File: src/rtl/mme_pkg.sv
package mme_pkg;

  localparam int unsigned MAX_DIM_DEF = 8;

  localparam int unsigned IDX_W      = 3;
  localparam int unsigned DIM_W      = 4;
  localparam int unsigned VAL_W      = 16;
  localparam int unsigned PROD_W     = 2 * VAL_W;
  localparam int unsigned ACC_W      = 35;
  localparam int unsigned CMD_W      = 2;
  localparam int unsigned CFG_IDX_W  = 2;
  localparam int unsigned IN_DATA_W  = 24;
  localparam int unsigned OUT_DATA_W = 48;

  localparam logic [DIM_W-1:0] DIM_RESET = 4'd8;

  typedef enum logic [CMD_W-1:0] {
    CMD_WRITE_A = 2'd0,
    CMD_WRITE_B = 2'd1,
    CMD_COMPUTE = 2'd2,
    CMD_NONE    = 2'd3
  } cmd_e;

  typedef enum logic [CFG_IDX_W-1:0] {
    REG_ROWS_OF_A  = 2'd0,
    REG_INNER_SIZE = 2'd1,
    REG_COLS_OF_B  = 2'd2,
    REG_UNUSED     = 2'd3
  } reg_idx_e;

  typedef enum logic [1:0] {
    ST_IDLE,
    ST_RUN,
    ST_WAIT
  } state_e;

  typedef struct packed {
    logic rd_vld;
    logic clr;
  } mac_ctl_t;

endpackage

File: src/rtl/matrix_multiply_engine.sv
// Dense matrix product C = A x B on signed Q8.8 elements.
// Slave stream: tuser carries the command (write A, write B, compute);
// tdata carries row, col and value. A write item lands in the on-chip
// store; the next item may follow at once.
// A compute item walks the stores and emits rows_of_a x cols_of_b
// results on the master stream in column-major order, tlast on the last.
// Each result takes one dual read of the A and B stores per inner step;
// then the read, multiply and accumulate stages drain before the result
// is registered. No input is taken while a product is being worked out.
// The master side has one output register; while it holds a result the
// receiver has not taken, the engine stalls before loading the next one,
// but a new item is still accepted once the product is complete.
// Configuration is a plain write port: index 0 rows_of_a, 1 inner_size,
// 2 cols_of_b; values above MAX_DIM act as MAX_DIM.
// Reset sets all three dimensions to 8 and empties the output register;
// the stores keep no reset and must be written before they are used.
module matrix_multiply_engine #(
  parameter int unsigned MAX_DIM = mme_pkg::MAX_DIM_DEF
) (
  input  logic                              clk_i,
  input  logic                              rst_ni,
  input  logic                              s_axis_tvalid,
  output logic                              s_axis_tready,
  // row[2:0], col[5:3], value[21:6], zero pad
  input  logic [mme_pkg::IN_DATA_W-1:0]     s_axis_tdata,
  // cmd[1:0]
  input  logic [mme_pkg::CMD_W-1:0]         s_axis_tuser,
  output logic                              m_axis_tvalid,
  input  logic                              m_axis_tready,
  // out_row[2:0], out_col[5:3], out_value[40:6], zero pad
  output logic [mme_pkg::OUT_DATA_W-1:0]    m_axis_tdata,
  output logic                              m_axis_tlast,
  input  logic                              cfg_we_i,
  input  logic [mme_pkg::CFG_IDX_W-1:0]     cfg_idx_i,
  input  logic [mme_pkg::DIM_W-1:0]         cfg_wdata_i
);
  import mme_pkg::*;

  localparam int unsigned DEPTH = MAX_DIM * MAX_DIM;
  localparam int unsigned AW    = (DEPTH > 1) ? $clog2(DEPTH) : 1;
  localparam logic [DIM_W-1:0] MAX_DIM_V = DIM_W'(MAX_DIM);

  state_e state_q, state_d;

  logic [DIM_W-1:0] rows_q, inner_q, cols_q;
  logic [DIM_W-1:0] ni, nk, nj;

  logic [IDX_W-1:0] i_q, i_d, j_q, j_d, k_q, k_d;

  logic             in_xfer;
  cmd_e             in_cmd;
  logic [IDX_W-1:0] in_row, in_col;
  logic [VAL_W-1:0] in_value;
  logic             in_range;
  logic             start;

  logic             a_we, b_we;
  logic [AW-1:0]    waddr, a_raddr, b_raddr;
  logic [VAL_W-1:0] a_rdata, b_rdata;

  mac_ctl_t         mac_ctl;
  logic             mac_busy;
  logic [ACC_W-1:0] acc;

  logic             k_last, i_last, j_last;
  logic             out_free, load;

  logic             out_vld_q, out_vld_d;
  logic [IDX_W-1:0] out_row_q, out_col_q;
  logic [ACC_W-1:0] out_value_q;
  logic             out_last_q;

  assign in_cmd   = cmd_e'(s_axis_tuser);
  assign in_row   = s_axis_tdata[IDX_W-1:0];
  assign in_col   = s_axis_tdata[2*IDX_W-1:IDX_W];
  assign in_value = s_axis_tdata[2*IDX_W+VAL_W-1:2*IDX_W];
  assign in_xfer  = s_axis_tvalid & s_axis_tready;

  // configuration
  always_ff @(posedge clk_i or negedge rst_ni) begin
    if (!rst_ni) begin
      rows_q  <= DIM_RESET;
      inner_q <= DIM_RESET;
      cols_q  <= DIM_RESET;
    end else if (cfg_we_i) begin
      case (reg_idx_e'(cfg_idx_i))
        REG_ROWS_OF_A:  rows_q  <= cfg_wdata_i;
        REG_INNER_SIZE: inner_q <= cfg_wdata_i;
        REG_COLS_OF_B:  cols_q  <= cfg_wdata_i;
        default: ;
      endcase
    end
  end

  assign ni = (rows_q  > MAX_DIM_V) ? MAX_DIM_V : rows_q;
  assign nk = (inner_q > MAX_DIM_V) ? MAX_DIM_V : inner_q;
  assign nj = (cols_q  > MAX_DIM_V) ? MAX_DIM_V : cols_q;

  // element writes
  assign in_range = ({1'b0, in_row} < MAX_DIM_V) && ({1'b0, in_col} < MAX_DIM_V);
  assign a_we     = in_xfer && (in_cmd == CMD_WRITE_A) && in_range;
  assign b_we     = in_xfer && (in_cmd == CMD_WRITE_B) && in_range;
  assign waddr    = AW'(AW'(in_row) * AW'(MAX_DIM) + AW'(in_col));
  assign a_raddr  = AW'(AW'(i_q) * AW'(MAX_DIM) + AW'(k_q));
  assign b_raddr  = AW'(AW'(k_q) * AW'(MAX_DIM) + AW'(j_q));

  assign start  = in_xfer && (in_cmd == CMD_COMPUTE) &&
                  (ni != '0) && (nj != '0);
  assign k_last = (nk == '0) || ({1'b0, k_q} == nk - 1'b1);
  assign i_last = ({1'b0, i_q} == ni - 1'b1);
  assign j_last = ({1'b0, j_q} == nj - 1'b1);

  assign out_free = !out_vld_q || m_axis_tready;

  // next state
  always_comb begin
    state_d = state_q;
    case (state_q)
      ST_IDLE: begin
        if (start) begin
          state_d = ST_RUN;
        end
      end
      ST_RUN: begin
        if (k_last) begin
          state_d = ST_WAIT;
        end
      end
      ST_WAIT: begin
        if (!mac_busy && out_free) begin
          state_d = (i_last && j_last) ? ST_IDLE : ST_RUN;
        end
      end
      default: state_d = ST_IDLE;
    endcase
  end

  // outputs of the sequencer
  always_comb begin
    s_axis_tready  = 1'b0;
    mac_ctl.rd_vld = 1'b0;
    mac_ctl.clr    = 1'b0;
    load           = 1'b0;
    case (state_q)
      ST_IDLE: begin
        s_axis_tready = 1'b1;
        mac_ctl.clr   = 1'b1;
      end
      ST_RUN: begin
        mac_ctl.rd_vld = (nk != '0);
      end
      ST_WAIT: begin
        load        = !mac_busy && out_free;
        mac_ctl.clr = !mac_busy && out_free;
      end
      default: ;
    endcase
  end

  // loop counters: j outer, i middle, k inner
  always_comb begin
    i_d = i_q;
    j_d = j_q;
    k_d = k_q;
    if (start) begin
      i_d = '0;
      j_d = '0;
      k_d = '0;
    end else if (state_q == ST_RUN) begin
      k_d = k_last ? '0 : k_q + 1'b1;
    end else if (load) begin
      if (i_last) begin
        i_d = '0;
        j_d = j_q + 1'b1;
      end else begin
        i_d = i_q + 1'b1;
      end
    end
  end

  always_ff @(posedge clk_i or negedge rst_ni) begin
    if (!rst_ni) begin
      state_q <= ST_IDLE;
      i_q     <= '0;
      j_q     <= '0;
      k_q     <= '0;
    end else begin
      state_q <= state_d;
      i_q     <= i_d;
      j_q     <= j_d;
      k_q     <= k_d;
    end
  end

  mme_store #(
    .DEPTH (DEPTH),
    .AW    (AW)
  ) u_store (
    .clk_i     (clk_i),
    .a_we_i    (a_we),
    .b_we_i    (b_we),
    .waddr_i   (waddr),
    .wdata_i   (in_value),
    .rd_en_i   (mac_ctl.rd_vld),
    .a_raddr_i (a_raddr),
    .b_raddr_i (b_raddr),
    .a_rdata_o (a_rdata),
    .b_rdata_o (b_rdata)
  );

  mme_mac u_mac (
    .clk_i  (clk_i),
    .rst_ni (rst_ni),
    .ctl_i  (mac_ctl),
    .a_i    (a_rdata),
    .b_i    (b_rdata),
    .busy_o (mac_busy),
    .acc_o  (acc)
  );

  // output register
  always_comb begin
    out_vld_d = out_vld_q;
    if (load) begin
      out_vld_d = 1'b1;
    end else if (m_axis_tready) begin
      out_vld_d = 1'b0;
    end
  end

  always_ff @(posedge clk_i or negedge rst_ni) begin
    if (!rst_ni) begin
      out_vld_q <= 1'b0;
    end else begin
      out_vld_q <= out_vld_d;
    end
  end

  always_ff @(posedge clk_i) begin
    if (load) begin
      out_row_q   <= i_q;
      out_col_q   <= j_q;
      out_value_q <= acc;
      out_last_q  <= i_last && j_last;
    end
  end

  assign m_axis_tvalid = out_vld_q;
  assign m_axis_tdata  = {{(OUT_DATA_W - ACC_W - 2*IDX_W){1'b0}},
                          out_value_q, out_col_q, out_row_q};
  assign m_axis_tlast  = out_last_q;

endmodule

File: src/rtl/mme_store.sv
module mme_store #(
  parameter int unsigned DEPTH = mme_pkg::MAX_DIM_DEF * mme_pkg::MAX_DIM_DEF,
  parameter int unsigned AW    = 6
) (
  input  logic                          clk_i,
  input  logic                          a_we_i,
  input  logic                          b_we_i,
  input  logic [AW-1:0]                 waddr_i,
  input  logic [mme_pkg::VAL_W-1:0]     wdata_i,
  input  logic                          rd_en_i,
  input  logic [AW-1:0]                 a_raddr_i,
  input  logic [AW-1:0]                 b_raddr_i,
  output logic [mme_pkg::VAL_W-1:0]     a_rdata_o,
  output logic [mme_pkg::VAL_W-1:0]     b_rdata_o
);
  import mme_pkg::*;

  logic [VAL_W-1:0] mem_a [DEPTH];
  logic [VAL_W-1:0] mem_b [DEPTH];
  logic [VAL_W-1:0] a_rd_q;
  logic [VAL_W-1:0] b_rd_q;

  always_ff @(posedge clk_i) begin
    if (a_we_i) begin
      mem_a[waddr_i] <= wdata_i;
    end
    if (rd_en_i) begin
      a_rd_q <= mem_a[a_raddr_i];
    end
  end

  always_ff @(posedge clk_i) begin
    if (b_we_i) begin
      mem_b[waddr_i] <= wdata_i;
    end
    if (rd_en_i) begin
      b_rd_q <= mem_b[b_raddr_i];
    end
  end

  assign a_rdata_o = a_rd_q;
  assign b_rdata_o = b_rd_q;

endmodule

File: src/rtl/mme_mac.sv
module mme_mac (
  input  logic                          clk_i,
  input  logic                          rst_ni,
  input  mme_pkg::mac_ctl_t             ctl_i,
  input  logic [mme_pkg::VAL_W-1:0]     a_i,
  input  logic [mme_pkg::VAL_W-1:0]     b_i,
  output logic                          busy_o,
  output logic [mme_pkg::ACC_W-1:0]     acc_o
);
  import mme_pkg::*;

  logic                     s1_vld_q;
  logic                     s2_vld_q;
  logic signed [PROD_W-1:0] prod_q;
  logic signed [PROD_W-1:0] prod_d;
  logic [ACC_W-1:0]         acc_q;
  logic [ACC_W-1:0]         acc_d;

  assign prod_d = $signed(a_i) * $signed(b_i);

  always_comb begin
    acc_d = acc_q;
    if (ctl_i.clr) begin
      acc_d = '0;
    end else if (s2_vld_q) begin
      acc_d = acc_q + {{(ACC_W - PROD_W){prod_q[PROD_W-1]}}, prod_q};
    end
  end

  always_ff @(posedge clk_i or negedge rst_ni) begin
    if (!rst_ni) begin
      s1_vld_q <= 1'b0;
      s2_vld_q <= 1'b0;
    end else begin
      s1_vld_q <= ctl_i.rd_vld;
      s2_vld_q <= s1_vld_q;
    end
  end

  always_ff @(posedge clk_i) begin
    if (s1_vld_q) begin
      prod_q <= prod_d;
    end
    acc_q <= acc_d;
  end

  assign busy_o = s1_vld_q | s2_vld_q;
  assign acc_o  = acc_q;

endmodule

File: config.mk
export PLATFORM = sky130hd
export DESIGN_NAME = matrix_multiply_engine
export DESIGN_NICKNAME = d
export VERILOG_FILES = /design/src/rtl/mme_pkg.sv /design/src/rtl/matrix_multiply_engine.sv /design/src/rtl/mme_store.sv /design/src/rtl/mme_mac.sv
export SDC_FILE = /design/constraint.sdc
export NUM_CORES = 2
export LEC_CHECK = 0
export BUFFER_PORTS_ARGS = -buffer_cell sky130_fd_sc_hd__buf_2
export CORE_MARGIN = 2
export CORE_UTILIZATION = 55
export DETAILED_ROUTE_END_ITERATION = 12
export HOLD_SLACK_MARGIN = 0.05
export PLACE_DENSITY = 0.74
export REMOVE_ABC_BUFFERS = 1
export SYNTH_ARGS = -nofsm -noshare
export SYNTH_HDL_FRONTEND = slang
export SYNTH_HIERARCHICAL = 1
export SYNTH_SLANG_ARGS = --single-unit
File: constraint.sdc
create_clock -name clk_i -period 6 [get_ports clk_i]
set_input_delay 0 -clock clk_i [delete_from_list [all_inputs] [get_ports clk_i]]
set_output_delay 0 -clock clk_i [all_outputs]
set_load 0.01 [all_outputs]
==> Flow_metrics.wiki <==
{| class="wikitable"
! Metric !! Value
|-
| Outcome || finished with violations
|-
| Violated checks || setup timing
|-
| Nets || approximately 6.0k
|-
| Clock Tree Root || clkbuf_16
|-
| Peak clock frequency supported by timing || 166 MHz
|-
| Proportion of synthesized flip-flops having asynchronous set or reset || 0.0117
|-
| Endpoint of the worst register-to-register path || u_mac/prod_q[22]
|-
| Mapped Avg Cell Area || 18.6 sq um
|-
| Drc violations || 0
|-
| RSZ-0062 raised after global routing || true
|-
| # port buffers || 78
|-
| Top cells by area in the synthesized netlist || edfxtp_1, mux4_2, fa_1
|-
| Reg-to-Reg Start || u_store/b_rdata_o[5]
|-
| Worst Hold Class || primary input to flip-flop
|-
| Hold path startpoint || s_axis_tdata[2]
|-
| Post-synth top flop || edfxtp_1
|-
| Wire length per cell || 28.2 microns
|-
| Most numerous cell types in the synthesized netlist || edfxtp_1, mux4_2, inv_1
|-
| Die Width || 422 microns
|-
| Via count of the first global-routing pass || around 51k
|-
| Arrival time worst endpoint || 6.58 ns
|-
| Die Footprint || 0.178 sq mm
|-
| Std cell rows || 153
|-
| Post-detailed-routing wire length || 229 mm
|-
| Drt first-iter violations || 6401
|-
| Top Ports || just under 90
|-
| Number of storage elements in the synthesis netlist || 2215
|-
| Final global-route overflow total || 0
|-
| Cell variety after synth || 99
|-
| Type of element launching the critical path || flip-flop
|-
| Transition time at the pin with the least slew margin || 1.26 ns
|-
| Maximum number of buffers from clock root to sink || 3
|-
| Post-synth top area share || 0.673
|-
| Warnings, synthesis || 6
|-
| Clk slew on worst S/H paths || ~0.060 ns
|-
| Final GP Congestion || 0.874
|-
| Max-cap viol count || 0
|-
| Final worst path period share || 1.00
|-
| Final count of negative-setup-slack endpoints || 1
|-
| Fraction of layout cells with a size suffix above 1 || 0.237
|-
| # H-tree levels || 4
|-
| Core region area || 0.174 sq mm
|-
| Num CTS Buffers || 209
|-
| Top cell type by total area after synthesis || edfxtp_1
|-
| Count of TritonRoute iterations in the first routing pass || 5
|-
| Clk sinks || 2215
|-
| CTS tree || done
|-
| Reg2reg path depth || 22
|-
| Library cell with the highest instance count after synthesis || edfxtp_1
|-
| Required time at the endpoint of the critical path || 6.56 ns
|-
| Final-layout setup total negative slack || -0.0136 ns
|-
| Critical Path End Type || flip-flop
|-
| Via count normalized by instance count || 6.22
|-
| Sequential share of the synthesized area || 0.687
|-
| Number of hold violations in the final report || 0
|-
| Netlist Area Pre-Place || around 0.096 sq mm
|-
| DIE HEIGHT || 422 microns
|-
| HPWL after DPL || about 140 mm
|-
| Effective utilization at floorplan || 0.553
|-
| Global Route Usage Sum || 0.259
|-
| Final worst clock skew || 0.0413 ns
|-
| Area grow syn2layout || 12.9%
|-
| Biggest fanout along the worst timing path || 7
|-
| Slew headroom || 0.157
|-
| Maximum number of pins on one net before global-route repair || 97
|-
| Clock insertion delay at the later pin of the skew report || 0.87 ns
|-
| Via count || roughly 50k
|-
| WS Path Type || flip-flop to flip-flop
|-
| Antenna violations before repair || 16
|-
| Number of instances in the synthesized netlist || 5182
|-
| Global-route wire length before repair || 338 mm
|-
| Number of enable-type register cells in the synthesized netlist || between 2k and 2.5k
|-
| Min-Delay Endpoint || u_store/mem_a[61][14]
|-
| Antenna violation net count after detailed routing || 0
|-
| Final critical-path required period || approximately 6.0 ns
|-
| Reg2Reg Setup Slack || -0.01 ns
|-
| Max-slew violation count || 0
|-
| Number of stages on the worst hold path || 3
|-
| Final critical-path setup slack || -0.0136 ns
|}
## state kept, by name, indices dropped and copies added (netlist names)
name	flops
cols_q	4
i_q	3
inner_q	4
j_q	3
k_q	3
m_axis_tlast	1
m_axis_tvalid	1
out_col_q	3
out_row_q	3
out_value_q	35
rows_q	4
state_q	2
u_mac/acc_o	35
u_mac/prod_q	32
u_mac/s1_vld_q	1
u_mac/s2_vld_q	1
u_store/a_rdata_o	16
u_store/b_rdata_o	16
u_store/mem_a	1024
u_store/mem_b	1024
## cells in the final DEF, fill, tap and decap left out, types with 51 or more instances in the layout
| cell | synthesis | routed |
|---|---|---|
| fa_1 | 263 | 249 |
| buf_4 | 45 | 325 |
| inv_1 | 331 | 324 |
| o21ai_0 | 67 | 61 |
| ha_1 | 125 | 115 |
| o22ai_1 | 71 | 70 |
| clkbuf_16 | 0 | 211 |
| mux4_2 | 495 | 495 |
| buf_2 | 75 | 62 |
| nand2b_1 | 51 | 51 |
| and2_1 | 127 | 119 |
| edfxtp_1 | 2154 | 2154 |
| clkinv_1 | 0 | 53 |
| nor2_1 | 236 | 227 |
| mux2i_1 | 106 | 106 |
| a21oi_1 | 76 | 69 |
| nand2_1 | 207 | 205 |
## critical path, cell delays in order (launching register included)
cell and delay [ns]:
edfxtp_1 0.41, buf_4 0.19, and2_1 0.16, fa_1 0.50, inv_1 0.05, fa_1 0.46, fa_1 0.49, fa_1 0.49
inv_1 0.05, fa_1 0.47, inv_1 0.05, fa_1 0.48, inv_2 0.05, ha_4 0.24, a21o_1 0.18, a21oi_4 0.19
o21ai_4 0.08, a221oi_4 0.28, o31ai_4 0.14, a21o_1 0.20, a21oi_2 0.13, nor3_1 0.07, or3b_1 0.34
## metal layers
metal | part of all wire | global-route usage | wire length [microns] | up-vias
li1 | - | - | - | 21065
met1 | 0.38 | 0.359 | 87500 | 26299
met2 | 0.49 | 0.422 | 112000 | 2680
met3 | 0.095 | 0.0447 | 21700 | 388
met4 | 0.033 | 0.0850 | 7570 | 12
met5 | 0.00038 | 0 | 86 | -
## cells by family after synthesis
logic type	Yosys count	synth area share
AOI/OAI and AO/OA	478	0.0344
xor gates and xnor gates	67	0.00638
buffers and inverters	584	0.0271
other	1	0.0000390
and+or+nand+nor	804	0.0413
DFF	2215	0.687
muxes	645	0.133
adders and majority gates	388	0.0710
## through the flow
stage | hold WS [ns] | worst slack [ns] | utilization | instance area, sq um | cells
after global routing | 0.0966 | -0.182 | 0.624 | 109000 | 8112
after detailed placement | 0.0549 | -0.309 | 0.579 | 101000 | 7647
after global placement | 0.0433 | -0.262 | 0.579 | 101000 | 7647
after floorplan | -0.296 | -4.15 | - | 94800 | 4936
final | 0.119 | -0.0136 | 0.624 | 109000 | 8114
after CTS | 0.0582 | -0.0123 | 0.623 | 108000 | 8106
## cell type report
| class | instances | area [sq um] |
|---|---|---|
| inverters | 332 | 1250 |
| fillers | 11794 | 65300 |
| repair buffers | 461 | 3630 |
| multi-input cells | 2389 | 28000 |
| flip-flops and latches | 2215 | 66100 |
| well taps | 2325 | 2910 |
| diodes | 3 | 7.51 |
| clock inverters | 139 | 1300 |
| clock buffers | 250 | 5430 |
## worst max-delay path by stage
| stage | to | depth (start not counted) | startpoint |
|---|---|---|---|
| after global routing | u_mac/prod_q[22] | 21 | u_store/b_rdata_o[4] |
| final | u_mac/prod_q[22] | 22 | u_store/b_rdata_o[5] |
| after global placement | u_mac/prod_q[29] | 22 | u_store/b_rdata_o[4] |
| after CTS | u_mac/prod_q[22] | 22 | u_store/b_rdata_o[4] |
| after detailed placement | u_mac/prod_q[31] | 22 | u_store/b_rdata_o[4] |
| after floorplan | u_store/a_rdata_o[14] | 4 | k_q[0] |
## timing repair
item,CTS,global route
gates resized for setup,56,45
endpoints found under the setup margin,9,13
cloned,0,0
setup buffers,24,5
pin swaps,30,33
hold buffers,47,0
hold endpoints to repair,990,0
Power is not shown: default switching activity piles up to over one toggle a cycle in this logic, so the estimate is an artifact.
